[config.mk]
export PLATFORM = sky130hd
export DESIGN_NAME = bb3_ofifo
export DESIGN_NICKNAME = d
export VERILOG_FILES = /design/src/bb3_pkg.sv /design/src/bb3_ofifo.sv
export SDC_FILE = /design/constraint.sdc
export NUM_CORES = 1
export LEC_CHECK = 0
export BUFFER_PORTS_ARGS = -buffer_cell sky130_fd_sc_hd__buf_2
export CAP_MARGIN = 20
export CORE_ASPECT_RATIO = 1.1
export CORE_UTILIZATION = 28
export CTS_CLUSTER_DIAMETER = 150
export CTS_CLUSTER_SIZE = 20
export DETAILED_ROUTE_END_ITERATION = 10
export HOLD_SLACK_MARGIN = 0.05
export PLACE_DENSITY = 0.57
export SYNTH_ARGS = -nofsm -noshare
export SYNTH_HDL_FRONTEND = slang
export SYNTH_SLANG_ARGS = --single-unit
[constraint.sdc]
create_clock -name clk -period 4 [get_ports clk]
set_clock_uncertainty 0.15 [all_clocks]
set_input_delay 0.4 -clock clk [delete_from_list [all_inputs] [get_ports clk]]
set_output_delay 0.4 -clock clk [all_outputs]
set_load 0.02 [all_outputs]
[src/bb3_pkg.sv]
`default_nettype none

package bb3_pkg;

  localparam int PIX_W     = 8;
  localparam int POS_W     = 11;
  localparam int CFG_W     = 12;
  localparam int CFG_IDX_W = 2;
  localparam int SUM_W     = 12;   // up to 9 * 255
  localparam int CSUM_W    = 10;   // up to 3 * 255

  localparam logic [CFG_IDX_W-1:0] REG_WIDTH  = 2'd0;
  localparam logic [CFG_IDX_W-1:0] REG_HEIGHT = 2'd1;

  localparam int W_RESET = 640;
  localparam int H_RESET = 480;

  // result lanes per pixel and output queue
  localparam int LANES    = 4;
  localparam int OQ_DEPTH = 8;
  localparam int OQ_AW    = 3;
  localparam int OQ_CW    = 4;

  // out_tdata layout
  localparam int OUT_DATA_W  = 32;
  localparam int OUT_ROW_LSB = PIX_W;
  localparam int OUT_COL_LSB = PIX_W + POS_W;
  localparam int OUT_PAD_W   = OUT_DATA_W - PIX_W - 2 * POS_W;

  // reciprocals, Q16, exact for sums in range
  localparam logic [13:0] RECIP6 = 14'd10923;
  localparam logic [13:0] RECIP9 = 14'd7282;

  typedef enum logic [1:0] {
    DIV4,
    DIV6,
    DIV9
  } div_t;

  typedef struct packed {
    logic [PIX_W-1:0] blurred;
    logic [POS_W-1:0] row;
    logic [POS_W-1:0] col;
    logic             last;
    logic             frame_end;
  } res_t;

  typedef struct packed {
    logic [LANES-1:0] mask;
    res_t [LANES-1:0] lane;
  } push_t;

  function automatic logic [PIX_W-1:0] bb3_mean(input logic [SUM_W-1:0] sum,
                                                input div_t d);
    logic [25:0]      prod;
    logic [PIX_W-1:0] mean;
    prod = '0;
    case (d)
      DIV4: begin
        mean = sum[PIX_W+1:2];
      end
      DIV6: begin
        prod = 26'(sum) * 26'(RECIP6);
        mean = prod[23:16];
      end
      DIV9: begin
        prod = 26'(sum) * 26'(RECIP9);
        mean = prod[23:16];
      end
      default: begin
        mean = sum[PIX_W+1:2];
      end
    endcase
    return mean;
  endfunction

  function automatic div_t bb3_div_sel(input logic cols3, input logic rows3);
    div_t d;
    if (cols3 && rows3) begin
      d = DIV9;
    end else if (cols3 || rows3) begin
      d = DIV6;
    end else begin
      d = DIV4;
    end
    return d;
  endfunction

endpackage

`default_nettype wire

[src/bb3_ofifo.sv]
`default_nettype none

// Result queue: up to LANES writes per cycle, one read.
module bb3_ofifo import bb3_pkg::*; (
  input  wire logic  clk,
  input  wire logic  rst_n,
  input  wire logic  push,
  input  wire push_t push_i,
  output logic       room,
  output logic       rd_valid,
  input  wire logic  rd_ready,
  output res_t       rd_data
);

  res_t             mem [OQ_DEPTH];
  logic [OQ_AW-1:0] wptr_r, wptr_nxt, rptr_r, rptr_nxt;
  logic [OQ_CW-1:0] cnt_r, cnt_nxt;
  logic [OQ_AW-1:0] offs [LANES];
  logic [OQ_CW-1:0] npush;
  logic             pop;

  always_comb begin
    npush = '0;
    for (int k = 0; k < LANES; k++) begin
      offs[k] = OQ_AW'(npush);
      if (push_i.mask[k]) begin
        npush = npush + OQ_CW'(1);
      end
    end
    if (!push) begin
      npush = '0;
    end
    pop      = rd_valid & rd_ready;
    wptr_nxt = wptr_r + OQ_AW'(npush);
    rptr_nxt = rptr_r + OQ_AW'(pop);
    cnt_nxt  = cnt_r + npush - OQ_CW'(pop);
  end

  always_ff @(posedge clk) begin
    if (!rst_n) begin
      wptr_r <= '0;
      rptr_r <= '0;
      cnt_r  <= '0;
    end else begin
      wptr_r <= wptr_nxt;
      rptr_r <= rptr_nxt;
      cnt_r  <= cnt_nxt;
    end
  end

  always_ff @(posedge clk) begin
    for (int k = 0; k < LANES; k++) begin
      if (push && push_i.mask[k]) begin
        mem[wptr_r + offs[k]] <= push_i.lane[k];
      end
    end
  end

  assign room     = cnt_r <= OQ_CW'(OQ_DEPTH - LANES);
  assign rd_valid = cnt_r != '0;
  assign rd_data  = mem[rptr_r];

endmodule

`default_nettype wire

==> run summary <==
WP buf/inv = 1
met1 Usage GRT = 0.316
DRT antenna net count = 0
Critical Path AT = 3530 ps
# Max-Cap Violations = 0
Post-synth EDFFs = 256
sw frac = 0.418
Tightest Pin Transition = 895 ps
Die Ht = 282 um
CTS HTree Levels = 1
final setup fails = 0
via count = 20048
grt met2 use = 0.386
RSZ-0062 raised after global routing = no
worst setup path start = wptr_r[0]
CTS resizes = 0
Total GRT Usage = 0.246
GR peak layer = met2
largest cells by area after synthesis = edfxtp_1 (39%), a211oi_1 (9.3%), mux4_2 (7.2%), o31ai_1 (7.2%), nor3_1 (6.5%)
Critical Path Source Type = register
top_reg_cell synth = edfxtp_1
CTS root buffer = clkbuf_16
CTS tree = built
drc violations = 0
global-route wire length before repair = 132000 um
Via density = 6.59
Crit. End Element = register
setup tns final = 0 ps
Syn Area/Cell = 9.33 um^2
nets@finish = 2247
hold-fix buffers at CTS = 1
#FFs+latches synth = 266
biggest area consumer among synthesized cells = edfxtp_1
Syn. warnings = 0
Max Root-Sink Buffers = 3
row count = 102
register area share after synthesis = 0.396
area of the mapped netlist = 19900 um^2
Net Switching = 4.38 mW
Fmax = 0.299 GHz
Min-Delay Path Class = input pin to register
1st-pass router iterations = 6
DIE WIDTH = 256 um
Layout area overhead = 11.4%
post-CTS setup buffer count = 0
Tcrit/Tclk final = 0.836
IO buf count = 169
wire per inst = 30.3 um
Unique masters post-synth = 43
worst IR drop on VDD = 0.258 mV
vias in the first global route = 19326
LEAKAGE = 6.70 nW
power density over cell area = 472 nW/um^2
initial antenna violation count = 17
dpl hpwl = 56200 um
critical path's top delay family = adder cells
Slew Limit Fails = 0
Final min period = 3340 ps
share of cells above drive strength 1 = 0.218
clock slew seen by the registers of the worst setup and hold paths = 100 ps
Slowest-stage cell, CP = ha_2
grt ovf = 0
core area = 70400 um^2
worst path cell trace = ha_1 > ha_2 > or3_1 > buf_4 > a211oi_1 > o31ai_1
Post-Route WL = 92100 um
Final Hold Fails = 0
IO Pins = 170
pre-CTS setup slack = 234 ps
initial core utilization = 0.283
Layout fillers = 7221
area fraction of the dominant cell type after synthesis = 0.386
met3 Usage GRT = 0.0557
Clk network pwr share = 0.176
reg-to-reg setup timing slack = 660 ps
crit-path max cell delay = 710 ps
critical-path maximum fanout = 26
status = finished, final reports clean
Worst R2R End = mem[5][20]
Internal = 6.10 mW
Clock Sinks = 266
die area = 72300 um^2
Routability Congestion = 0.872
Worst slew margin = 0.404
cells on worst reg2reg path = 6
initial DRC count = 3190
pin count of the biggest net entering global routing = 129
most frequent cells in the layout = nor3_1 (256), edfxtp_1 (256), a211oi_1 (247)
Sequential Power Share = 0.366
Skew-Pair Late Insertion Delay = 550 ps
crit path capture = mem[5][20]
RR Startpoint = wptr_r[0]
CTS buffer count = 17
Post-Syn Instances = 2136
Crit path required time = 4190 ps
final setup margin = 657 ps
WS Path Type = register to register
combinational power share = 0.458
fraction of registers with async set/reset = 0
post-synthesis net count = 2292
Critical Path Stages = 6
[synth_stat cells, types with 2 or more instances]
library cell    n
nand2_1        46
nor3_2          9
xnor2_1         2
fa_1            4
or3_1           5
clkbuf_2       54
buf_1          25
clkbuf_1      192
nor3_1        258
buf_2          69
nand2b_1       33
a211oi_1      247
and3b_1         3
o2bb2ai_1      64
xor2_1          7
a21oi_1         2
nor2b_1         2
buf_6           4
edfxtp_1      256
inv_1          16
a211oi_2        9
and3_1          3
o22ai_1        64
o31ai_1       192
a211o_1         6
xor2_2          3
mux4_2         64
nand3_1       210
ha_1           16
dfxtp_1        10
and2_1         12
mux2_2         32
nor2_1        203
xnor2_2         3
nand3b_1        3
[cell type report]
type / count / area (um^2) / area share
tap: 936 / 1170 / 0.0527
antenna: 6 / 15.0 / 0.000676
multi-input combinational: 1510 / 10800 / 0.484
inverter: 16 / 60.1 / 0.00270
clock inverter: 3 / 26.3 / 0.00118
sequential: 266 / 7900 / 0.355
clock buffer: 23 / 448 / 0.0202
timing repair buffer: 280 / 1840 / 0.0830
[flip-flops by register name, summed over array words and instances, names as in the netlist]
register  count
cnt_r         4
mem         256
rptr_r        3
wptr_r        3
[layer usage]
metal / vias to the layer above / routed length, um
met1: 9631 / 34000
li1: 8234 / -
met5: - / 84
met2: 1751 / 40800
met4: 14 / 5190
met3: 418 / 12000
[worst min path at each step]
stage,from,endpoint,slack (ps),depth (start not counted)
detailed placement,cnt_r[0],cnt_r[0],440,2
floorplan,rst_n,cnt_r[0],370,1
global placement,cnt_r[0],cnt_r[0],430,2
global route,push_i[125],mem[7][29],100,2
CTS,push_i[125],mem[7][29],60,2
finish,push_i[125],mem[3][29],90,2
[power groups by stage]
stage	logic, mW	registers [mW]	clock network, mW
4_1_cts	4.72	3.85	1.86
6_report	4.80	3.84	1.85
2_1_floorplan	3.11	3.75	0
3_5_place_dp	4.71	3.91	0
3_3_place_gp	4.63	3.90	0
5_1_grt	5.01	3.88	1.94
[kinds of logic (layout without fill, tap and decap cells)]
group,Yosys count,after routing,synth area share
fa+ha+maj,20,20,0.0141
buf+inv,360,322,0.0770
mux,97,97,0.0909
simple gates,791,791,0.190
other cells,0,6,0
compound gates,587,587,0.223
xor+xnor,15,15,0.00885
flops,266,266,0.396
[per-stage QoR]
stage               area, um^2  utilization  cells  total power, mW  hold slack [ps]
finish                   22200        0.315   3040             10.5             85.9
detailed placement       21700        0.308   3007             8.62              436
CTS                      22200        0.315   3034             10.4             64.8
global route             22200        0.315   3036             10.8             98.4
global placement         21700        0.308   3007             8.52              427
floorplan                19900            -   2136             6.86              372
Power figures use the tool's default switching activity.
