### config.mk
export PLATFORM = sky130hd
export DESIGN_NAME = bb3_kernel
export DESIGN_NICKNAME = d
export VERILOG_FILES = /design/src/bb3_pkg.sv /design/src/bb3_kernel.sv
export SDC_FILE = /design/constraint.sdc
export NUM_CORES = 1
export LEC_CHECK = 0
export BUFFER_PORTS_ARGS = -buffer_cell sky130_fd_sc_hd__buf_2
export CORE_MARGIN = 2
export CORE_UTILIZATION = 45
export CTS_CLUSTER_SIZE = 24
export DETAILED_ROUTE_END_ITERATION = 6
export GPL_TIMING_DRIVEN = 1
export PLACE_DENSITY_LB_ADDON = 0.05
export SYNTH_ARGS = -nofsm -noshare
export SYNTH_HDL_FRONTEND = slang
export SYNTH_SLANG_ARGS = --single-unit
### constraint.sdc
create_clock -name clk -period 17.75 [get_ports clk]
set_input_delay 3.55 -clock clk [delete_from_list [all_inputs] [get_ports clk]]
set_output_delay 3.55 -clock clk [all_outputs]
set_load 0.02 [all_outputs]
### src/bb3_pkg.sv
`default_nettype none

package bb3_pkg;

  localparam int PIX_W     = 8;
  localparam int POS_W     = 11;
  localparam int CFG_W     = 12;
  localparam int CFG_IDX_W = 2;
  localparam int SUM_W     = 12;   // up to 9 * 255
  localparam int CSUM_W    = 10;   // up to 3 * 255

  localparam logic [CFG_IDX_W-1:0] REG_WIDTH  = 2'd0;
  localparam logic [CFG_IDX_W-1:0] REG_HEIGHT = 2'd1;

  localparam int W_RESET = 640;
  localparam int H_RESET = 480;

  // result lanes per pixel and output queue
  localparam int LANES    = 4;
  localparam int OQ_DEPTH = 8;
  localparam int OQ_AW    = 3;
  localparam int OQ_CW    = 4;

  // out_tdata layout
  localparam int OUT_DATA_W  = 32;
  localparam int OUT_ROW_LSB = PIX_W;
  localparam int OUT_COL_LSB = PIX_W + POS_W;
  localparam int OUT_PAD_W   = OUT_DATA_W - PIX_W - 2 * POS_W;

  // reciprocals, Q16, exact for sums in range
  localparam logic [13:0] RECIP6 = 14'd10923;
  localparam logic [13:0] RECIP9 = 14'd7282;

  typedef enum logic [1:0] {
    DIV4,
    DIV6,
    DIV9
  } div_t;

  typedef struct packed {
    logic [PIX_W-1:0] blurred;
    logic [POS_W-1:0] row;
    logic [POS_W-1:0] col;
    logic             last;
    logic             frame_end;
  } res_t;

  typedef struct packed {
    logic [LANES-1:0] mask;
    res_t [LANES-1:0] lane;
  } push_t;

  function automatic logic [PIX_W-1:0] bb3_mean(input logic [SUM_W-1:0] sum,
                                                input div_t d);
    logic [25:0]      prod;
    logic [PIX_W-1:0] mean;
    prod = '0;
    case (d)
      DIV4: begin
        mean = sum[PIX_W+1:2];
      end
      DIV6: begin
        prod = 26'(sum) * 26'(RECIP6);
        mean = prod[23:16];
      end
      DIV9: begin
        prod = 26'(sum) * 26'(RECIP9);
        mean = prod[23:16];
      end
      default: begin
        mean = sum[PIX_W+1:2];
      end
    endcase
    return mean;
  endfunction

  function automatic div_t bb3_div_sel(input logic cols3, input logic rows3);
    div_t d;
    if (cols3 && rows3) begin
      d = DIV9;
    end else if (cols3 || rows3) begin
      d = DIV6;
    end else begin
      d = DIV4;
    end
    return d;
  endfunction

endpackage

`default_nettype wire

### src/bb3_kernel.sv
`default_nettype none

// 3x3 window, border-aware sums and means for the four candidate results.
module bb3_kernel import bb3_pkg::*; #(
  parameter int CW = 11,
  parameter int RW = 11
) (
  input  wire logic             clk,
  input  wire logic             adv,
  input  wire logic [PIX_W-1:0] pix,
  input  wire logic [PIX_W-1:0] above,
  input  wire logic [PIX_W-1:0] two_above,
  input  wire logic [RW-1:0]    row,
  input  wire logic [CW-1:0]    col,
  input  wire logic [CW-1:0]    wlast,
  input  wire logic [RW-1:0]    hlast,
  output push_t                 push_o
);

  // win0 = column c-2, win1 = column c-1; index 0 is the oldest row
  logic [PIX_W-1:0]  win0_r [3];
  logic [PIX_W-1:0]  win1_r [3];
  logic [PIX_W-1:0]  colv   [3][3];
  logic [CSUM_W-1:0] full   [3];
  logic [CSUM_W-1:0] low    [3];
  logic [CSUM_W-1:0] col_a  [3];
  logic [SUM_W-1:0]  s0, s1, s2, s3;
  logic              rows3, cols3, r_ge1, c_ge1, c_last, r_last;
  logic [LANES-1:0]  emit, last;
  logic [RW-1:0]     rm1;
  logic [CW-1:0]     cm1;
  logic [POS_W-1:0]  o_rm1, o_r, o_cm1, o_c;

  always_ff @(posedge clk) begin
    if (adv) begin
      win0_r    <= win1_r;
      win1_r[0] <= two_above;
      win1_r[1] <= above;
      win1_r[2] <= pix;
    end
  end

  always_comb begin
    colv[0] = win0_r;
    colv[1] = win1_r;
    colv[2] = '{two_above, above, pix};
    rows3   = {1'b0, row} >= (RW + 1)'(2);
    cols3   = {1'b0, col} >= (CW + 1)'(2);
    for (int k = 0; k < 3; k++) begin
      low[k]   = CSUM_W'(colv[k][1]) + CSUM_W'(colv[k][2]);
      full[k]  = low[k] + CSUM_W'(colv[k][0]);
      col_a[k] = rows3 ? full[k] : low[k];
    end
    s1 = SUM_W'(col_a[1]) + SUM_W'(col_a[2]);
    s0 = s1 + (cols3 ? SUM_W'(col_a[0]) : '0);
    s3 = SUM_W'(low[1]) + SUM_W'(low[2]);
    s2 = s3 + (cols3 ? SUM_W'(low[0]) : '0);
  end

  always_comb begin
    r_ge1  = row != '0;
    c_ge1  = col != '0;
    c_last = col == wlast;
    r_last = row == hlast;
    emit[0] = r_ge1 & c_ge1;
    emit[1] = r_ge1 & c_last;
    emit[2] = r_ge1 & r_last & c_ge1;
    emit[3] = r_ge1 & r_last & c_last;
    // tag the final emitted lane
    for (int k = 0; k < LANES; k++) begin
      last[k] = emit[k];
      for (int j = k + 1; j < LANES; j++) begin
        last[k] = last[k] & ~emit[j];
      end
    end
    rm1   = row - RW'(1);
    cm1   = col - CW'(1);
    o_rm1 = POS_W'(rm1);
    o_r   = POS_W'(row);
    o_cm1 = POS_W'(cm1);
    o_c   = POS_W'(col);
  end

  always_comb begin
    push_o.mask    = emit;
    push_o.lane[0] = '{blurred: bb3_mean(s0, bb3_div_sel(cols3, rows3)),
                       row: o_rm1, col: o_cm1, last: last[0], frame_end: 1'b0};
    push_o.lane[1] = '{blurred: bb3_mean(s1, bb3_div_sel(1'b0, rows3)),
                       row: o_rm1, col: o_c, last: last[1], frame_end: 1'b0};
    push_o.lane[2] = '{blurred: bb3_mean(s2, bb3_div_sel(cols3, 1'b0)),
                       row: o_r, col: o_cm1, last: last[2], frame_end: 1'b0};
    push_o.lane[3] = '{blurred: bb3_mean(s3, DIV4),
                       row: o_r, col: o_c, last: last[3], frame_end: 1'b1};
  end

endmodule

`default_nettype wire

==> impl_metrics.csv <==
group,metric,value,unit
logic_synthesis,synthAdderAreaFrac,50.2,%
global_routing,grt_max_degree,49,
logic_synthesis,ys_seq_area_share,9.64,%
placement,numPortBuffers,197,
logic_synthesis,ys.warnings.count,0,
status,status,"complete, no violations",
logic_synthesis,avgSynthCellArea,9.20,µm²
global_routing,grt_pass1_wl,57400,µm
sta,finalWorstSetupSlack,0.948,ns
logic_synthesis,synth_edf_count,48,
sta,final.setup.tns,0,ns
worst_setup_path,crit_path_max_fanout,8,
worst_setup_path,worstSetupPathType,"primary input to primary output",
worst_setup_path,worstPathBufferInverterCount,7,
logic_synthesis,syn_inst,1625,
cts,postCtsResizedCells,0,
cts,ctsHoldBuffers,0,
global_routing,gr-total-overflow,0,
sta,setup_viol,0,
logic_synthesis,syn_area,15000,µm²
placement,dpl.hpwl,31000,µm
floorplanning,die_x,186,µm
worst_hold_path,hold_path.class,"register to register",
sta,fin_crit_sh,94.7,%
placement,placed_area,16000,µm²
cts,cts_tree,"done",
cts,cts.sinks,48,
worst_setup_path,critical-path-top-delay-family,"adder cells",
logic_synthesis,synth_top_family_by_area,"adder cells",
worst_setup_path,reg2regPathDepth,0,
cells_and_area,drive_above_1_share,13.2,%
worst_setup_path,cpMostUsedCell,"ha_1",
cts,cts_buffers,5,
route,post-route-drc-count,0,
worst_setup_path,cp-endpoint,"push_o[29]",
worst_setup_path,reg2reg_to,"colv[69]",
global_routing,antenna_found_initial,0,
route,routed_wl,35000,µm
floorplanning,fp.dieH,186,µm
cts,cts_buffer_depth,2,
sta,maxSlewHeadroom,27.3,%
floorplanning,core,32600,µm²
sta,fin_hold_ws,0.454,ns
worst_setup_path,path_depth,40,
cts,ctsRootBufferMaster,"clkbuf_16",
floorplanning,die_area,34700,µm²
job,cap_violations,0,
logic_synthesis,yosysMostFrequentCell,"ha_1",
route,drtIter0Drc,416,
sta,rsz0062_at_grt,"no",
sta,slew_viol_final,0,
placement,place_ws,0.930,ns
logic_synthesis,synth_common_cells,"361 x ha_1, 322 x inv_1, 149 x fa_1, 104 x a21oi_1, 74 x xnor2_1",
sta,finClkSkew,0.00275,ns
logic_synthesis,synthSimpleGateAreaFrac,8.48,%
logic_synthesis,synthDistinctLibCells,65,
sta,finalHoldViolations,0,
logic_synthesis,synth-async-reset-ratio,0,%
worst_setup_path,cp_slowest_stage_delay,0.61,ns
route,viasPerCell,5.00,
worst_setup_path,r2r_start,"colv[45]",
route,vias,11000,
logic_synthesis,synth_area_leaders,"ha_1 30%, fa_1 20%, edfxtp_1 9.6%",
route,wl_per_cell,15.9,µm
logic_synthesis,ys_seq_elements,48,
worst_setup_path,arrival,13.25,ns
cts,clk_pin_slew,0.07,ns
global_routing,grt_pass1_vias,11400,
worst_setup_path,cp-end-kind,"primary output",
worst_hold_path,hold_path_startpoint,"colv[27]",
worst_setup_path,critPathRequiredTime,14.20,ns
global_routing,grt_usage,21.0,%
cts,post-cts-setup-buffers,0,
floorplanning,initial_utilization,45.8,%
logic_synthesis,synth_compound_area_share,10.8,%
sta,fin_crit,16.80,ns
sta,worstMarginPinSlew,1.09,ns
cells_and_area,largest_reg_flops,48,
floorplanning,pin_count,202,
logic_synthesis,synth_top_area_share,30.2,%
cts,h-tree-depth,2,
cts,clock_latency,0.29,ns
logic_synthesis,post-synth-top-area-cell,"ha_1",
worst_setup_path,cp_slowest_cell,"fa_1",
cells_and_area,synthToLayoutAreaGrowth,8.13,%
logic_synthesis,muxShareOfSynthArea,0.142,%
sta,fmax,59.5,MHz
worst_setup_path,rrSetupSlack,17.01,ns
cells_and_area,final_net_count,2342,
logic_synthesis,synthFlopType,"edfxtp_1",
worst_setup_path,start_kind,"primary input",
cells_and_area,antennaDiodeCount,0,
route,firstDrtPassIters,7,
worst_setup_path,startpoint,"pix[0]",
placement,place_congestion,0.826,
floorplanning,placementRows,66,
cells_and_area,stdcell_area,16200,µm²
route,postRouteAntennaNets,0,
logic_synthesis,synthXorXnorAreaFrac,8.73,%
==> how the worst min path moves through the flow <==
stage | endpoint | slack, ns | depth (start not counted)
6_report | colv[51] | 0.45 | 0
5_1_grt | colv[60] | 0.47 | 0
4_1_cts | colv[59] | 0.45 | 0
3_5_place_dp | colv[58] | 0.44 | 0
3_3_place_gp | colv[59] | 0.44 | 0
2_1_floorplan | colv[56] | 0.43 | 0
==> kinds of logic after synthesis <==
family,after synthesis
AO/OA/AOI/OAI,252
multiplexers,2
adder cells (fa/ha/maj),510
flip-flops,48
AND/OR/NAND/NOR,260
other,2
buffers and inverters,405
XOR/XNOR,146
==> metal layers <==
layer | up-vias | global-route usage [%] | share of wire, % | wire length (µm)
li1 | 5615 | - | - | -
met1 | 5163 | 27.2 | 47 | 16300
met2 | 217 | 38.2 | 48 | 16700
met3 | 30 | 1.69 | 3.6 | 1270
met4 | 0 | 4.47 | 2.1 | 731
met5 | - | 0 | 0 | 0
==> final cells by class <==
| cell class | instances | area [µm²] |
|---|---|---|
| Multi-Input combinational cell | 1174 | 11700 |
| Sequential cell | 48 | 1440 |
| Timing Repair Buffer | 211 | 1090 |
| Clock buffer | 5 | 125 |
| Fill cell | 3170 | 16500 |
| Tap cell | 442 | 553 |
| Clock inverter | 2 | 12.5 |
| Inverter | 322 | 1210 |
==> per-stage QoR <==
stage | std cells | util, %
floorplan | 1627 | -
global placement | 2197 | 49.1
detailed placement | 2197 | 49.1
CTS | 2204 | 49.6
global route | 2204 | 49.6
finish | 2204 | 49.6
==> placed cells by master (no fill, tap or decap), drive strengths merged, types with 5 or more instances in the layout <==
cell type	count
and2	13
o21bai	15
nor2	72
xnor2	74
nor3	19
a221oi	5
inv	322
xor2	72
a21o	40
or3	9
nand4	7
nor4	10
buf	211
o21ai	35
o21a	10
ha	361
nor2b	14
a21oi	105
a31oi	5
a211oi	5
nand2	63
nand3	19
nand2b	12
fa	149
and3	8
clkbuf	5
edfxtp	48
Power is not shown: default switching activity piles up to over one toggle a cycle in this logic, so the estimate is an artifact.
